===== config.mk =====
export PLATFORM = sky130hd
export DESIGN_NAME = locked_index_cache_table_top
export DESIGN_NICKNAME = d
export VERILOG_FILES = /design/src/lict_pkg.sv /design/src/lict_ctrl.sv /design/src/lict_datapath.sv /design/src/locked_index_cache_table_top.sv
export SDC_FILE = /design/constraint.sdc
export NUM_CORES = 1
export LEC_CHECK = 0
export BUFFER_PORTS_ARGS = -buffer_cell sky130_fd_sc_hd__buf_2
export CAP_MARGIN = 10
export CORE_MARGIN = 1.5
export CORE_UTILIZATION = 55
export DETAILED_ROUTE_END_ITERATION = 16
export PLACE_DENSITY = 0.75
export SYNTH_ARGS = -nofsm -noshare
export SYNTH_HDL_FRONTEND = slang
export SYNTH_HIERARCHICAL = 1
export SYNTH_SLANG_ARGS = --single-unit
export TNS_END_PERCENT = 100

===== constraint.sdc =====
create_clock -name clk -period 6.3 [get_ports clk]
set_input_delay 1.26 -clock clk [delete_from_list [all_inputs] [get_ports clk]]
set_output_delay 1.26 -clock clk [all_outputs]
set_load 0.02 [all_outputs]

===== src/lict_pkg.sv =====
package lict_pkg;

    // Table geometry
    localparam int SLOTS      = 8;
    localparam int MAX_FILLED = 127;
    localparam int SLOT_W     = (SLOTS > 1) ? $clog2(SLOTS) : 1;
    localparam int STEP_W     = $clog2(SLOTS + 1);

    // Request codes
    typedef enum logic [1:0] {
        ACT_LOCATE   = 2'd0,
        ACT_ALLOCATE = 2'd1,
        ACT_RELEASE  = 2'd2
    } action_t;

    // Controller states
    typedef enum logic [1:0] {
        ST_IDLE,
        ST_SCAN,
        ST_FINISH
    } ctl_state_t;

    // Controller to datapath
    typedef struct packed {
        logic load;
        logic step;
        logic commit;
    } lict_cmd_t;

    // Datapath to controller
    typedef struct packed {
        logic scan_done;
        logic out_free;
    } lict_status_t;

endpackage


===== src/lict_ctrl.sv =====
module lict_ctrl
    import lict_pkg::*;
(
    input  logic         clk,
    input  logic         rst_n,
    input  logic         in_valid,
    input  lict_status_t status,
    output lict_cmd_t    cmd,
    output logic         in_stall
);

    ctl_state_t state_reg;
    ctl_state_t state_next;

    // Next state
    always_comb
    begin
        state_next = state_reg;
        unique case (state_reg)
            ST_IDLE:
            begin
                if (in_valid)
                begin
                    state_next = ST_SCAN;
                end
            end
            ST_SCAN:
            begin
                if (status.scan_done)
                begin
                    state_next = ST_FINISH;
                end
            end
            ST_FINISH:
            begin
                if (status.out_free)
                begin
                    state_next = ST_IDLE;
                end
            end
            default:
            begin
                state_next = ST_IDLE;
            end
        endcase
    end

    // Outputs
    always_comb
    begin
        cmd      = '0;
        in_stall = 1'b1;
        unique case (state_reg)
            ST_IDLE:
            begin
                in_stall = 1'b0;
                cmd.load = in_valid;
            end
            ST_SCAN:
            begin
                cmd.step = 1'b1;
            end
            ST_FINISH:
            begin
                cmd.commit = status.out_free;
            end
            default:
            begin
                in_stall = 1'b1;
            end
        endcase
    end

    always_ff @(posedge clk or negedge rst_n)
    begin
        if (!rst_n)
        begin
            state_reg <= ST_IDLE;
        end
        else
        begin
            state_reg <= state_next;
        end
    end

endmodule


===== src/lict_datapath.sv =====
module lict_datapath
    import lict_pkg::*;
(
    input  logic         clk,
    input  logic         rst_n,
    input  lict_cmd_t    cmd,
    output lict_status_t status,
    input  logic [1:0]   action,
    input  logic [31:0]  file_number,
    input  logic [15:0]  lookup_index,
    input  logic [15:0]  start_offset,
    input  logic [2:0]   skip_factor,
    input  logic [2:0]   slot_select,
    input  logic [6:0]   filled_count,
    output logic         out_valid,
    input  logic         out_stall,
    output logic         success,
    output logic [2:0]   slot_number,
    output logic [15:0]  slot_offset,
    output logic [6:0]   slot_count,
    output logic [2:0]   slot_skip
);

    // Slot table
    logic [31:0]       owner_reg [SLOTS];
    logic [15:0]       base_reg  [SLOTS];
    logic [2:0]        skipv_reg [SLOTS];
    logic [6:0]        fill_reg  [SLOTS];
    logic [SLOTS-1:0]  lock_reg;
    logic [SLOTS-1:0]  valid_reg;
    logic [SLOT_W-1:0] next_slot_reg;

    // Request word
    logic [1:0]        op_reg;
    logic [31:0]       file_reg;
    logic [15:0]       index_reg;
    logic [15:0]       offs_reg;
    logic [2:0]        skip_reg;
    logic [2:0]        sel_reg;
    logic [6:0]        cnt_reg;

    // Scan state
    logic [SLOT_W-1:0] ptr_reg,  ptr_next;
    logic [STEP_W-1:0] step_reg, step_next;
    logic [15:0]       thr_reg,  thr_next;
    logic              hit_reg,  hit_next;
    logic [SLOT_W-1:0] found_reg, found_next;
    logic [15:0]       f_offs_reg, f_offs_next;
    logic [6:0]        f_cnt_reg,  f_cnt_next;
    logic [2:0]        f_skip_reg, f_skip_next;

    // Result word
    logic              out_valid_reg, out_valid_next;
    logic              success_reg;
    logic [2:0]        slot_number_reg;
    logic [15:0]       slot_offset_reg;
    logic [6:0]        slot_count_reg;
    logic [2:0]        slot_skip_reg;

    logic [SLOT_W-1:0] sel_idx;
    logic              sel_ok;
    logic [SLOT_W-1:0] rd_addr;
    logic [31:0]       rd_owner;
    logic [15:0]       rd_base;
    logic [2:0]        rd_skip;
    logic [6:0]        rd_fill;
    logic              rd_lock;
    logic              rd_valid;
    logic              loc_match;
    logic              alloc_free;
    logic              step_last;
    logic [6:0]        sat_cnt;

    assign sel_idx = SLOT_W'(sel_reg);
    assign sel_ok  = (32'(sel_reg) < SLOTS);
    assign sat_cnt = (32'(cnt_reg) > MAX_FILLED) ? 7'(MAX_FILLED) : cnt_reg;

    // Read one slot: the release target in the finish step, else the scan slot
    assign rd_addr  = (op_reg == ACT_RELEASE) ? sel_idx : ptr_reg;
    assign rd_owner = owner_reg[rd_addr];
    assign rd_base  = base_reg[rd_addr];
    assign rd_skip  = skipv_reg[rd_addr];
    assign rd_fill  = fill_reg[rd_addr];
    assign rd_lock  = lock_reg[rd_addr];
    assign rd_valid = valid_reg[rd_addr];

    assign loc_match = rd_valid && !rd_lock && (rd_owner == file_reg) &&
                       (rd_base >= thr_reg) && (rd_base <= index_reg);
    assign alloc_free = !rd_lock;
    assign step_last  = (step_reg == STEP_W'(SLOTS - 1));

    // Status toward the controller
    always_comb
    begin
        status.out_free = !out_valid_reg || !out_stall;
        case (op_reg)
            ACT_LOCATE:   status.scan_done = step_last;
            ACT_ALLOCATE: status.scan_done = step_last || alloc_free;
            default:      status.scan_done = 1'b1;
        endcase
    end

    // Scan registers: capture on load, advance one slot a cycle
    always_comb
    begin
        ptr_next    = ptr_reg;
        step_next   = step_reg;
        thr_next    = thr_reg;
        hit_next    = hit_reg;
        found_next  = found_reg;
        f_offs_next = f_offs_reg;
        f_cnt_next  = f_cnt_reg;
        f_skip_next = f_skip_reg;
        if (cmd.load)
        begin
            ptr_next  = (action == ACT_ALLOCATE) ? next_slot_reg : '0;
            step_next = '0;
            thr_next  = start_offset;
            hit_next  = 1'b0;
        end
        else if (cmd.step)
        begin
            ptr_next  = (ptr_reg == SLOT_W'(SLOTS - 1)) ? '0 : ptr_reg + 1'b1;
            step_next = step_reg + 1'b1;
            if (op_reg == ACT_LOCATE && loc_match)
            begin
                hit_next    = 1'b1;
                found_next  = ptr_reg;
                thr_next    = rd_base;
                f_offs_next = rd_base;
                f_cnt_next  = rd_fill;
                f_skip_next = rd_skip;
            end
            else if (op_reg == ACT_ALLOCATE && alloc_free && !hit_reg)
            begin
                hit_next   = 1'b1;
                found_next = ptr_reg;
            end
        end
    end

    always_comb
    begin
        out_valid_next = out_valid_reg;
        if (cmd.commit)
        begin
            out_valid_next = 1'b1;
        end
        else if (!out_stall)
        begin
            out_valid_next = 1'b0;
        end
    end

    // Control registers
    always_ff @(posedge clk or negedge rst_n)
    begin
        if (!rst_n)
        begin
            out_valid_reg <= 1'b0;
            hit_reg       <= 1'b0;
            step_reg      <= '0;
            ptr_reg       <= '0;
        end
        else
        begin
            out_valid_reg <= out_valid_next;
            hit_reg       <= hit_next;
            step_reg      <= step_next;
            ptr_reg       <= ptr_next;
        end
    end

    // Request and scan payload
    always_ff @(posedge clk)
    begin
        if (cmd.load)
        begin
            op_reg    <= action;
            file_reg  <= file_number;
            index_reg <= lookup_index;
            offs_reg  <= start_offset;
            skip_reg  <= skip_factor;
            sel_reg   <= slot_select;
            cnt_reg   <= filled_count;
        end
        thr_reg    <= thr_next;
        found_reg  <= found_next;
        f_offs_reg <= f_offs_next;
        f_cnt_reg  <= f_cnt_next;
        f_skip_reg <= f_skip_next;
    end

    // Result word: load on commit
    always_ff @(posedge clk)
    begin
        if (cmd.commit)
        begin
            success_reg     <= 1'b0;
            slot_number_reg <= '0;
            slot_offset_reg <= '0;
            slot_count_reg  <= '0;
            slot_skip_reg   <= '0;
            case (op_reg) inside
                ACT_LOCATE, ACT_ALLOCATE:
                begin
                    if (hit_reg)
                    begin
                        success_reg     <= 1'b1;
                        slot_number_reg <= 3'(found_reg);
                        if (op_reg == ACT_LOCATE)
                        begin
                            slot_offset_reg <= f_offs_reg;
                            slot_count_reg  <= f_cnt_reg;
                            slot_skip_reg   <= f_skip_reg;
                        end
                        else
                        begin
                            slot_offset_reg <= offs_reg;
                            slot_skip_reg   <= skip_reg;
                        end
                    end
                end
                ACT_RELEASE:
                begin
                    if (sel_ok)
                    begin
                        success_reg     <= 1'b1;
                        slot_number_reg <= sel_reg;
                        slot_offset_reg <= rd_base;
                        slot_count_reg  <= sat_cnt;
                        slot_skip_reg   <= rd_skip;
                    end
                end
                default:
                begin
                    success_reg <= 1'b0;
                end
            endcase
        end
    end

    // Slot table update on commit
    always_ff @(posedge clk or negedge rst_n)
    begin
        if (!rst_n)
        begin
            for (int i = 0; i < SLOTS; i++)
            begin
                owner_reg[i] <= '0;
                base_reg[i]  <= '0;
                skipv_reg[i] <= '0;
                fill_reg[i]  <= '0;
            end
            lock_reg      <= '0;
            valid_reg     <= '0;
            next_slot_reg <= '0;
        end
        else if (cmd.commit)
        begin
            case (op_reg)
                ACT_LOCATE:
                begin
                    if (hit_reg)
                    begin
                        lock_reg[found_reg] <= 1'b1;
                    end
                end
                ACT_ALLOCATE:
                begin
                    if (hit_reg)
                    begin
                        owner_reg[found_reg] <= file_reg;
                        base_reg[found_reg]  <= offs_reg;
                        skipv_reg[found_reg] <= skip_reg;
                        fill_reg[found_reg]  <= '0;
                        lock_reg[found_reg]  <= 1'b1;
                        valid_reg[found_reg] <= 1'b1;
                        next_slot_reg <= (found_reg == SLOT_W'(SLOTS - 1)) ?
                                         '0 : found_reg + 1'b1;
                    end
                end
                ACT_RELEASE:
                begin
                    if (sel_ok)
                    begin
                        lock_reg[sel_idx] <= 1'b0;
                        fill_reg[sel_idx] <= sat_cnt;
                    end
                end
                default:
                begin
                    lock_reg <= lock_reg;
                end
            endcase
        end
    end

    assign out_valid   = out_valid_reg;
    assign success     = success_reg;
    assign slot_number = slot_number_reg;
    assign slot_offset = slot_offset_reg;
    assign slot_count  = slot_count_reg;
    assign slot_skip   = slot_skip_reg;

endmodule


===== src/locked_index_cache_table_top.sv =====
// Sequence: a locate is accepted, then scans all SLOTS slots one slot a cycle, then
// finishes; an allocate stops its scan at the first unlocked slot; a release or an
// unused code ends its scan at once and finishes.
// Throughput: one request at a time; the next is taken as soon as the result
// word sits in the output register, even if it is still stalled.
// Reset (rst_n, asynchronous): all slots cleared, unlocked, invalid; next slot 0.
module locked_index_cache_table_top
    import lict_pkg::*;
(
    input  logic        clk,
    input  logic        rst_n,
    input  logic        in_valid,
    output logic        in_stall,
    input  logic [1:0]  action,
    input  logic [31:0] file_number,
    input  logic [15:0] lookup_index,
    input  logic [15:0] start_offset,
    input  logic [2:0]  skip_factor,
    input  logic [2:0]  slot_select,
    input  logic [6:0]  filled_count,
    output logic        out_valid,
    input  logic        out_stall,
    output logic        success,
    output logic [2:0]  slot_number,
    output logic [15:0] slot_offset,
    output logic [6:0]  slot_count,
    output logic [2:0]  slot_skip
);

    lict_cmd_t    cmd;
    lict_status_t status;

    lict_ctrl u_ctrl (
        .clk      (clk),
        .rst_n    (rst_n),
        .in_valid (in_valid),
        .status   (status),
        .cmd      (cmd),
        .in_stall (in_stall)
    );

    lict_datapath u_datapath (
        .clk          (clk),
        .rst_n        (rst_n),
        .cmd          (cmd),
        .status       (status),
        .action       (action),
        .file_number  (file_number),
        .lookup_index (lookup_index),
        .start_offset (start_offset),
        .skip_factor  (skip_factor),
        .slot_select  (slot_select),
        .filled_count (filled_count),
        .out_valid    (out_valid),
        .out_stall    (out_stall),
        .success      (success),
        .slot_number  (slot_number),
        .slot_offset  (slot_offset),
        .slot_count   (slot_count),
        .slot_skip    (slot_skip)
    );

endmodule

# Word-level counts from Yosys, hierarchy flattened
# Cells that the tools add are included.
totals:
  regBits: 648
  latch_bits: 0
  ramBits: 0
  rom_bits: 0
  wordCells: 215
  memories: 0
classes:
  addsub: 3
  mul: 0
  div: 0
  magnitude_cmp: 12
  eq_ne: 15
  shift: 0
  mux: 84
  n_bitwise: 10
  n_reduce_logical: 34
op_table:
  columns: ["cell", "count"]
  rows:
  - ["$bwmux W256", 1]
  - ["$mux W16", 10]
  - ["$bwmux W128", 1]
  - ["$pmux W56 S2", 1]
  - ["$bmux W32 S3", 1]
  - ["$demux W32 S3", 1]
  - ["$mux W32", 3]
  - ["$and A56 B56 Y56", 1]
  - ["$bwmux W56", 1]
  - ["$mux W56", 1]
  - ["$mux W7", 8]
  - ["$not A56 Y56", 1]
  - ["$mux W3", 18]
  - ["$bmux W16 S3", 1]
  - ["$demux W16 S3", 1]
  - ["$demux W7 S3", 2]
  - ["$eq A32 B32 Y1", 1]
  - ["$bwmux W24", 1]
  - ["$bmux W7 S3", 1]
  - ["$reduce_and A3 Y1", 6]
  - ["$mux W1", 17]
  - ["$ge A16 B16 Y1", 1]
  - ["$le A16 B16 Y1", 1]
  - ["$or A8 B8 Y8", 2]
  - ["34 further kinds", 76]

# Logic depth before layout (Yosys ltp)
# Gate-level depths: netlist of run 1.
depth:
  depth_word: 14
  ltp_mapped: 20

# Modules after synthesis
# Netlist of run 1, hierarchy kept.
modules_own_cells:
  columns: ["mod", "n_inst", "cells_per_inst", "area_per_inst_um2", "seq_area_each_um2"]
  rows:
  - ["lict_datapath", 1, 2600, 30571.8, 16936.2]
  - ["lict_ctrl", 1, 14, 120.1, 50.0]

# Worst setup path before layout of run 1
# OpenSTA, ideal clock, no wires.
synth_timing:
  kind: "input to register"
  startpoint: "input port in_valid"
  endpoint: "register u_datapath.f_cnt_reg[0] (enable)"
  arrival_ps: 5722
  path_slack_ps: 213
  cell_stages: 5
  path_buffers: 2
  path_cell_list: "inv_1 nor2_1 clkbuf_1 clkbuf_1 nor2_1"
synth_rtl:
  columns: ["element", "line_no", "rtl"]
  rows:
  - ["start: declaration", "locked_index_cache_table_top.sv:12", "input logic in_valid,"]
  - ["end signal: assignment", "lict_datapath.sv:190", "f_cnt_reg <= f_cnt_next;"]
  - ["end: declaration", "lict_datapath.sv:49", "logic [6:0] f_cnt_reg, f_cnt_next;"]

# Worst setup path after layout of run 1
layout_timing:
  startpoint: "register u_datapath.op_reg[0]"
  endpoint: "register u_datapath.f_cnt_reg[0] (enable)"
layout_rtl:
  columns: ["element", "line_no", "rtl"]
  rows:
  - ["start: declaration", "lict_datapath.sv:34", "logic [1:0] op_reg;"]
  - ["start signal: assignment", "lict_datapath.sv:179", "op_reg <= action;"]
  - ["$eq A2 B2 Y1 *", "lict_datapath.sv:79", "assign rd_addr = (op_reg == ACT_RELEASE) ? sel_idx : ptr_reg;"]
  - ["$mux W3 *", "lict_datapath.sv:79", null]
  - ["$not A3 Y4 (implied by the code) *", "lict_datapath.sv:81", "assign rd_base = base_reg[rd_addr];"]
  - ["$bmux W16 S3 *", "lict_datapath.sv:81", null]
  - ["$mux W16 (implied by the code) * (2 in a row)", "lict_datapath.sv:81", null]
  - ["net u_datapath.rd_base[3]", "lict_datapath.sv:64", "logic [15:0] rd_base;"]
  - ["$ge A16 B16 Y1", "lict_datapath.sv:88", "(rd_base >= thr_reg) && (rd_base <= index_reg);"]
  - ["$logic_and A1 B1 Y1", "lict_datapath.sv:87", "assign loc_match = rd_valid && !rd_lock && (rd_owner == file_reg) &&"]
  - ["$logic_and A1 B1 Y1 *", "lict_datapath.sv:88", null]
  - ["$logic_and A1 B1 Y1 *", "lict_datapath.sv:125", "if (op_reg == ACT_LOCATE && loc_match)"]
  - ["$reduce_and A3 Y1 (no source line) *", null, null]
# The timed path passes the listed nets; every way through them passes the cells marked *. The select of a mux whose other input is x is not followed.
# A chain may end at the register's enable or synchronous reset.

==> flow_summary.ini, run 1 <==
[setup_path]
rr_startpoint = u_datapath/op_reg[0]
ff2ff_setup_slack_ns = 0.59
critPathRequiredTime_ns = 6.56
r2r_end = u_datapath/f_cnt_reg[0]
end_kind = flop
critPathLaunchType = flop
path_cells = nand2b_4, a21oi_4, buf_4, nand2_1, and3_1, a311oi_1, a31oi_1, inv_1, ha_1, o211ai_1, a2111oi_0, a211oi_1, o21ai_0, a2111oi_0, nand4_1, nor2_2, buf_4
critPathMaxStageDelay_ns = 0.83
path_class = flop to flop
cp_max_fo = 32
cp-startpoint = u_datapath/op_reg[0]
slowest_stage = a21oi_4
reg2regPathDepth = 17
cp.arrival_ns = 5.97

[layout]
layout_common_cells = 493 x dfrtp_1, 421 x mux2_2, 393 x nand2_1
multi_input_area_um2 = 12800
layout.cells.most_common = dfrtp_1
n_fill_cell = 4279
fin_nets = 2784
syn_to_final_growth_pct = 11.4
instances_no_fill = 3468
antenna_cells = 0
drive_gt1_frac = 0.268
largest_reg_flops = 256
regArea_um2 = 17000

[drt]
num_vias = 21300
drt_iter0_drc = 2015
drc = 0
drt_first_pass_iters = 5
vias_per_cell = 6.13
finalWirelength_um = 76400
wire_per_inst_um = 22.0
route.antenna.remaining_nets = 0

[clock_tree]
clk_pin_slew_worst_paths_ns = 0.06
clk_path_buf_depth = 3
htreeDepth = 3
holdBufCountCts = 0
clock-sinks = 648
post_cts_buffers = 0
tritoncts = done
numCtsBuffers = 70
ctsRootBufferMaster = clkbuf_16
insertion_delay_ns = 0.61
cts.repair.resized = 0

[power_and_ir_drop]
peakVddDrop_mv = 0.215
p_seq_frac = 0.417
p_leak_nw = 15.7
power_density_nw_per_um2 = 385
p_switching_mw = 4.49
power_frac_comb = 0.280
p_sw_frac = 0.341
p_int_mw = 8.68
clkPwrFrac = 0.303

[timing]
setup_viol = 0
relSlewSlack = 0.202
tns_ns = 0
finalMaxSlewViolations = 0
fmax_mhz = 175
clock_skew_ns = 0.0188
tightest_slew_ns = 1.19
rsz0062_at_grt = no
fin_crit_sh = 0.906
hold_violations = 0
period_needed_ns = 5.71

[status]
status = finished, final reports clean

[place]
portBuffers = 114
routabilityCongestion = 0.891
hpwl_um = 46500
dp.cells = 3340

[floorplan]
die_x_um = 239
ios = 115
core_um2 = 55100
fp.dieArea_um2 = 57200
row_count = 86
initial_utilization = 0.557
die-height_um = 239

[global_route]
grt_max_degree = 152
grt_pass1_wl_um = 121000
track_usage = 0.270
grt-ovfl-total = 0
antenna_found_initial = 0
grt_pass1_vias = 21300

[hold_path]
hp-class = flop to flop
hold_start = u_datapath/valid_reg[6]
whs_endpoint = u_datapath/valid_reg[6]
min_path_cells = 1

[yosys]
yosys_most_used_dff = dfrtp_1
synth_edf_count = 154
yosys.cell_types.count = 70
syn-num-nets = 2734
synth_seq_area_share = 0.553
async_flop_share = 0.762
syn_area_um2 = 30700
synth-seq-cells = 648
avgSynthCellArea_um2 = 11.7
synth_cells = 2614
yosysWarnings = 6

[run]
drv_cap = 0
==> power groups by stage <==
stage,combinational (mW),sequential (mW),clock [mW]
CTS,3.66,5.47,4.07
global route,4.01,5.55,4.25
global placement,3.53,5.51,0
detailed placement,3.63,5.54,0
finish,3.69,5.49,4.00
floorplan,2.63,5.36,0
==> Yosys cell counts, types with 4 or more instances <==
master	number	area share
o21ai_0	113	0.018
xnor2_1	8	0.0023
o21ai_1	5	0.00082
nand2_1	396	0.048
o32ai_1	21	0.0060
and3_1	20	0.0041
edfxtp_1	154	0.15
a21oi_1	23	0.0038
and3b_1	4	0.0011
ha_1	37	0.015
inv_1	55	0.0067
nand2b_1	11	0.0022
xor2_1	10	0.0029
buf_6	5	0.0018
nand3b_1	6	0.0015
nor2b_1	9	0.0018
dfrtp_1	494	0.40
nor4_1	8	0.0016
a31oi_1	21	0.0043
a32oi_1	4	0.0011
nand4_1	16	0.0033
a311oi_1	16	0.0046
or2_2	5	0.0010
a211oi_1	11	0.0027
a221oi_1	5	0.0014
a32o_1	10	0.0033
a21o_1	16	0.0039
mux2i_1	183	0.060
nand3_1	115	0.019
nor3b_1	6	0.0015
buf_1	36	0.0044
mux2_2	421	0.15
nor3_1	22	0.0036
buf_2	43	0.0070
nor2_1	117	0.014
buf_4	13	0.0032
clkbuf_1	92	0.011
a22oi_1	32	0.0078
==> kinds of logic after synthesis <==
| kind of cell | Yosys count | synth area share |
|---|---|---|
| compound gates | 309 | 0.0681 |
| xor+xnor | 18 | 0.00514 |
| simple gates | 751 | 0.108 |
| buf+inv | 245 | 0.0346 |
| fa+ha+maj | 37 | 0.0151 |
| flops | 648 | 0.553 |
| mux | 606 | 0.216 |
==> stage by stage <==
step / hold slack, ns / cell area (um2) / power (mW) / worst slack, ns / utilization
global placement: 0.461 / 31900 / 9.04 / 1.02 / 0.580
floorplan: 0.439 / 30700 / 7.98 / 0.213 / -
detailed placement: 0.465 / 31900 / 9.17 / 0.809 / 0.580
CTS: 0.481 / 34200 / 13.2 / 0.667 / 0.621
global route: 0.498 / 34200 / 13.8 / 0.306 / 0.621
finish: 0.481 / 34200 / 13.2 / 0.593 / 0.621
==> critical path, delay by kind of cell, from the launching register on <==
kind | cells | cell delay (ns)
compound gates | 8 | 2.43
fa+ha+maj | 1 | 0.29
buf+inv | 3 | 0.92
flops | 1 | 0.52
simple gates | 5 | 1.18
==> per-layer routing <==
layer	GRT usage	vias to the layer above	routed length, um
met1	0.375	10800	32900
li1	-	9441	-
met4	0.0853	0	1980
met2	0.438	820	36600
met3	0.0434	160	4940
met5	0	-	0
==> layout make-up <==
class / instances / area share
timing repair buffer: 168 / 0.0307
clock buffer: 110 / 0.0615
tap: 748 / 0.0274
multi-input combinational: 1721 / 0.373
sequential: 648 / 0.497
clock inverter: 18 / 0.00414
inverter: 55 / 0.00604
==> how the worst max path moves through the flow <==
stage                                   end  cells past startpoint
finish              u_datapath/f_cnt_reg[0]                     17
global route        u_datapath/f_cnt_reg[1]                     17
CTS                 u_datapath/f_cnt_reg[5]                     17
detailed placement  u_datapath/f_cnt_reg[2]                     17
global placement    u_datapath/f_cnt_reg[3]                     17
floorplan           u_datapath/f_cnt_reg[0]                      5
Power figures use the tool's default switching activity.
==> inputs of run 2 (changes only) <==
CTS_BUF_LIST = sky130_fd_sc_hd__clkbuf_8   (was unset)
==> flow_summary.ini, run 2 (synthesis results as in run 1) <==
[drt]
drt_iter0_drc = 1904
num_vias = 21400
finalWirelength_um = 76100
drc = 0
drt_first_pass_iters = 5
vias_per_cell = 6.05
wire_per_inst_um = 21.5
route.antenna.remaining_nets = 0

[setup_path]
critPathRequiredTime_ns = 6.66
cp_top_family = compound AO/OA/AOI/OAI gates
critPathBufInv = 3
path_class = flop to flop
cp_max_fo = 32
critPathMaxStageDelay_ns = 0.83
slowest_stage = a21oi_4
path_cells = nand2b_4, a21oi_4, buf_4, nand2_1, and3_1, a311oi_1, a31oi_1, inv_1, ha_1, o211ai_1, a2111oi_0, a211oi_1, o21ai_0, a2111oi_0, nand4_1, nor2_2, buf_4
rr_startpoint = u_datapath/op_reg[0]
cp.arrival_ns = 5.97
r2r_end = u_datapath/f_cnt_reg[4]
reg2regPathDepth = 17
critPathLaunchType = flop
end_kind = flop
ff2ff_setup_slack_ns = 0.68

[clock_tree]
post_cts_buffers = 0
cts.repair.resized = 0
htreeDepth = 3
ctsRootBufferMaster = clkbuf_8
holdBufCountCts = 0
insertion_delay_ns = 0.71
clk_pin_slew_worst_paths_ns = 0.07
numCtsBuffers = 105
clock-sinks = 648
tritoncts = done
clk_path_buf_depth = 3

[hold_path]
min_path_cells = 1
hp-class = flop to flop
hold_start = u_datapath/valid_reg[6]
whs_endpoint = u_datapath/valid_reg[6]

[power_and_ir_drop]
power_density_nw_per_um2 = 373
p_total_mw = 12.7
peakVddDrop_mv = 0.240
p_leak_nw = 15.8

[place]
dp_slack_ns = 0.809
hpwl_um = 46500
portBuffers = 114
routabilityCongestion = 0.891
place_area_um2 = 31900

[timing]
fin_crit_sh = 0.892
period_needed_ns = 5.62
relSlewSlack = 0.238
hold_violations = 0
tns_ns = 0
finalMaxSlewViolations = 0
rsz0062_at_grt = no
setup_slack_ns = 0.682
fmax_mhz = 178
tightest_slew_ns = 1.14
clock_skew_ns = 0.0381
setup_viol = 0

[layout]
layout_common_cells = 493 x dfrtp_1, 421 x mux2_2, 393 x nand2_1
largest_reg_flops = 256
syn_to_final_growth_pct = 10.8
stdcell_area_um2 = 34000
layout.cells.most_common = dfrtp_1
drive_gt1_frac = 0.276
fin_nets = 2819
fin_util = 0.617

[global_route]
track_usage = 0.269
grt-ovfl-total = 0
grt_max_degree = 152
grt_pass1_vias = 21500
grt_pass1_wl_um = 120000
antenna_found_initial = 1

[floorplan]
fp.dieArea_um2 = 57200
row_count = 86
core_um2 = 55100
ios = 115
initial_utilization = 0.557
die_x_um = 239
die-height_um = 239

[status]
status = finished, final reports clean

[run]
drv_cap = 0
-- run 2: changes by cell type in the layout (fill, tap and decap cells not counted), sizes merged --
cell | before | now
clkinv | 9 | 12
bufinv | 1 | 0
clkbuf | 110 | 132
diode | 0 | 1
clkinvlp | 3 | 2
inv | 60 | 102
-- run 2: power by group --
part	total (mW)	switching, mW	internal, mW
Clock	3.53	1.65	1.87
Sequential	5.49	0.498	4.99
Combinational	3.68	2.32	1.36
Total	12.7	4.48	8.22
-- run 2: worst max-delay path by stage --
stage                     slack (ns)  depth (start not counted)                      end            startpoint
after floorplan                 0.21                          5  u_datapath/f_cnt_reg[0]              in_valid
after global routing            0.38                         17  u_datapath/f_cnt_reg[4]  u_datapath/op_reg[1]
after detailed placement        0.81                         17  u_datapath/f_cnt_reg[2]  u_datapath/op_reg[1]
after CTS                       0.74                         17  u_datapath/f_cnt_reg[4]  u_datapath/op_reg[0]
after global placement          1.02                         17  u_datapath/f_cnt_reg[3]  u_datapath/op_reg[1]
final                           0.68                         17  u_datapath/f_cnt_reg[4]  u_datapath/op_reg[0]
-- run 2: area by class of cell --
cell class / count / area (um2)
clock inverters: 61 / 249
clock buffers: 132 / 1820
repair buffers: 168 / 1050
fillers: 4341 / 21100
diodes: 1 / 2.50
well taps: 748 / 936
inverters: 55 / 206
flip-flops and latches: 648 / 17000
multi-input cells: 1721 / 12800
-- run 2: per-stage QoR --
stage / instances / hold WS [ns]
4_1_cts: 3533 / 0.482
5_1_grt: 3534 / 0.499
2_1_floorplan: 2614 / 0.439
3_5_place_dp: 3340 / 0.465
6_report: 3534 / 0.479
3_3_place_gp: 3340 / 0.461
-- run 2: metal layers --
metal	up-vias	routed length, um	track usage	share of wire
li1	9531	-	-	-
met1	10800	32700	0.366	0.43
met2	856	36000	0.430	0.47
met3	177	5150	0.0508	0.068
met4	0	2290	0.101	0.030
met5	-	0	0	0
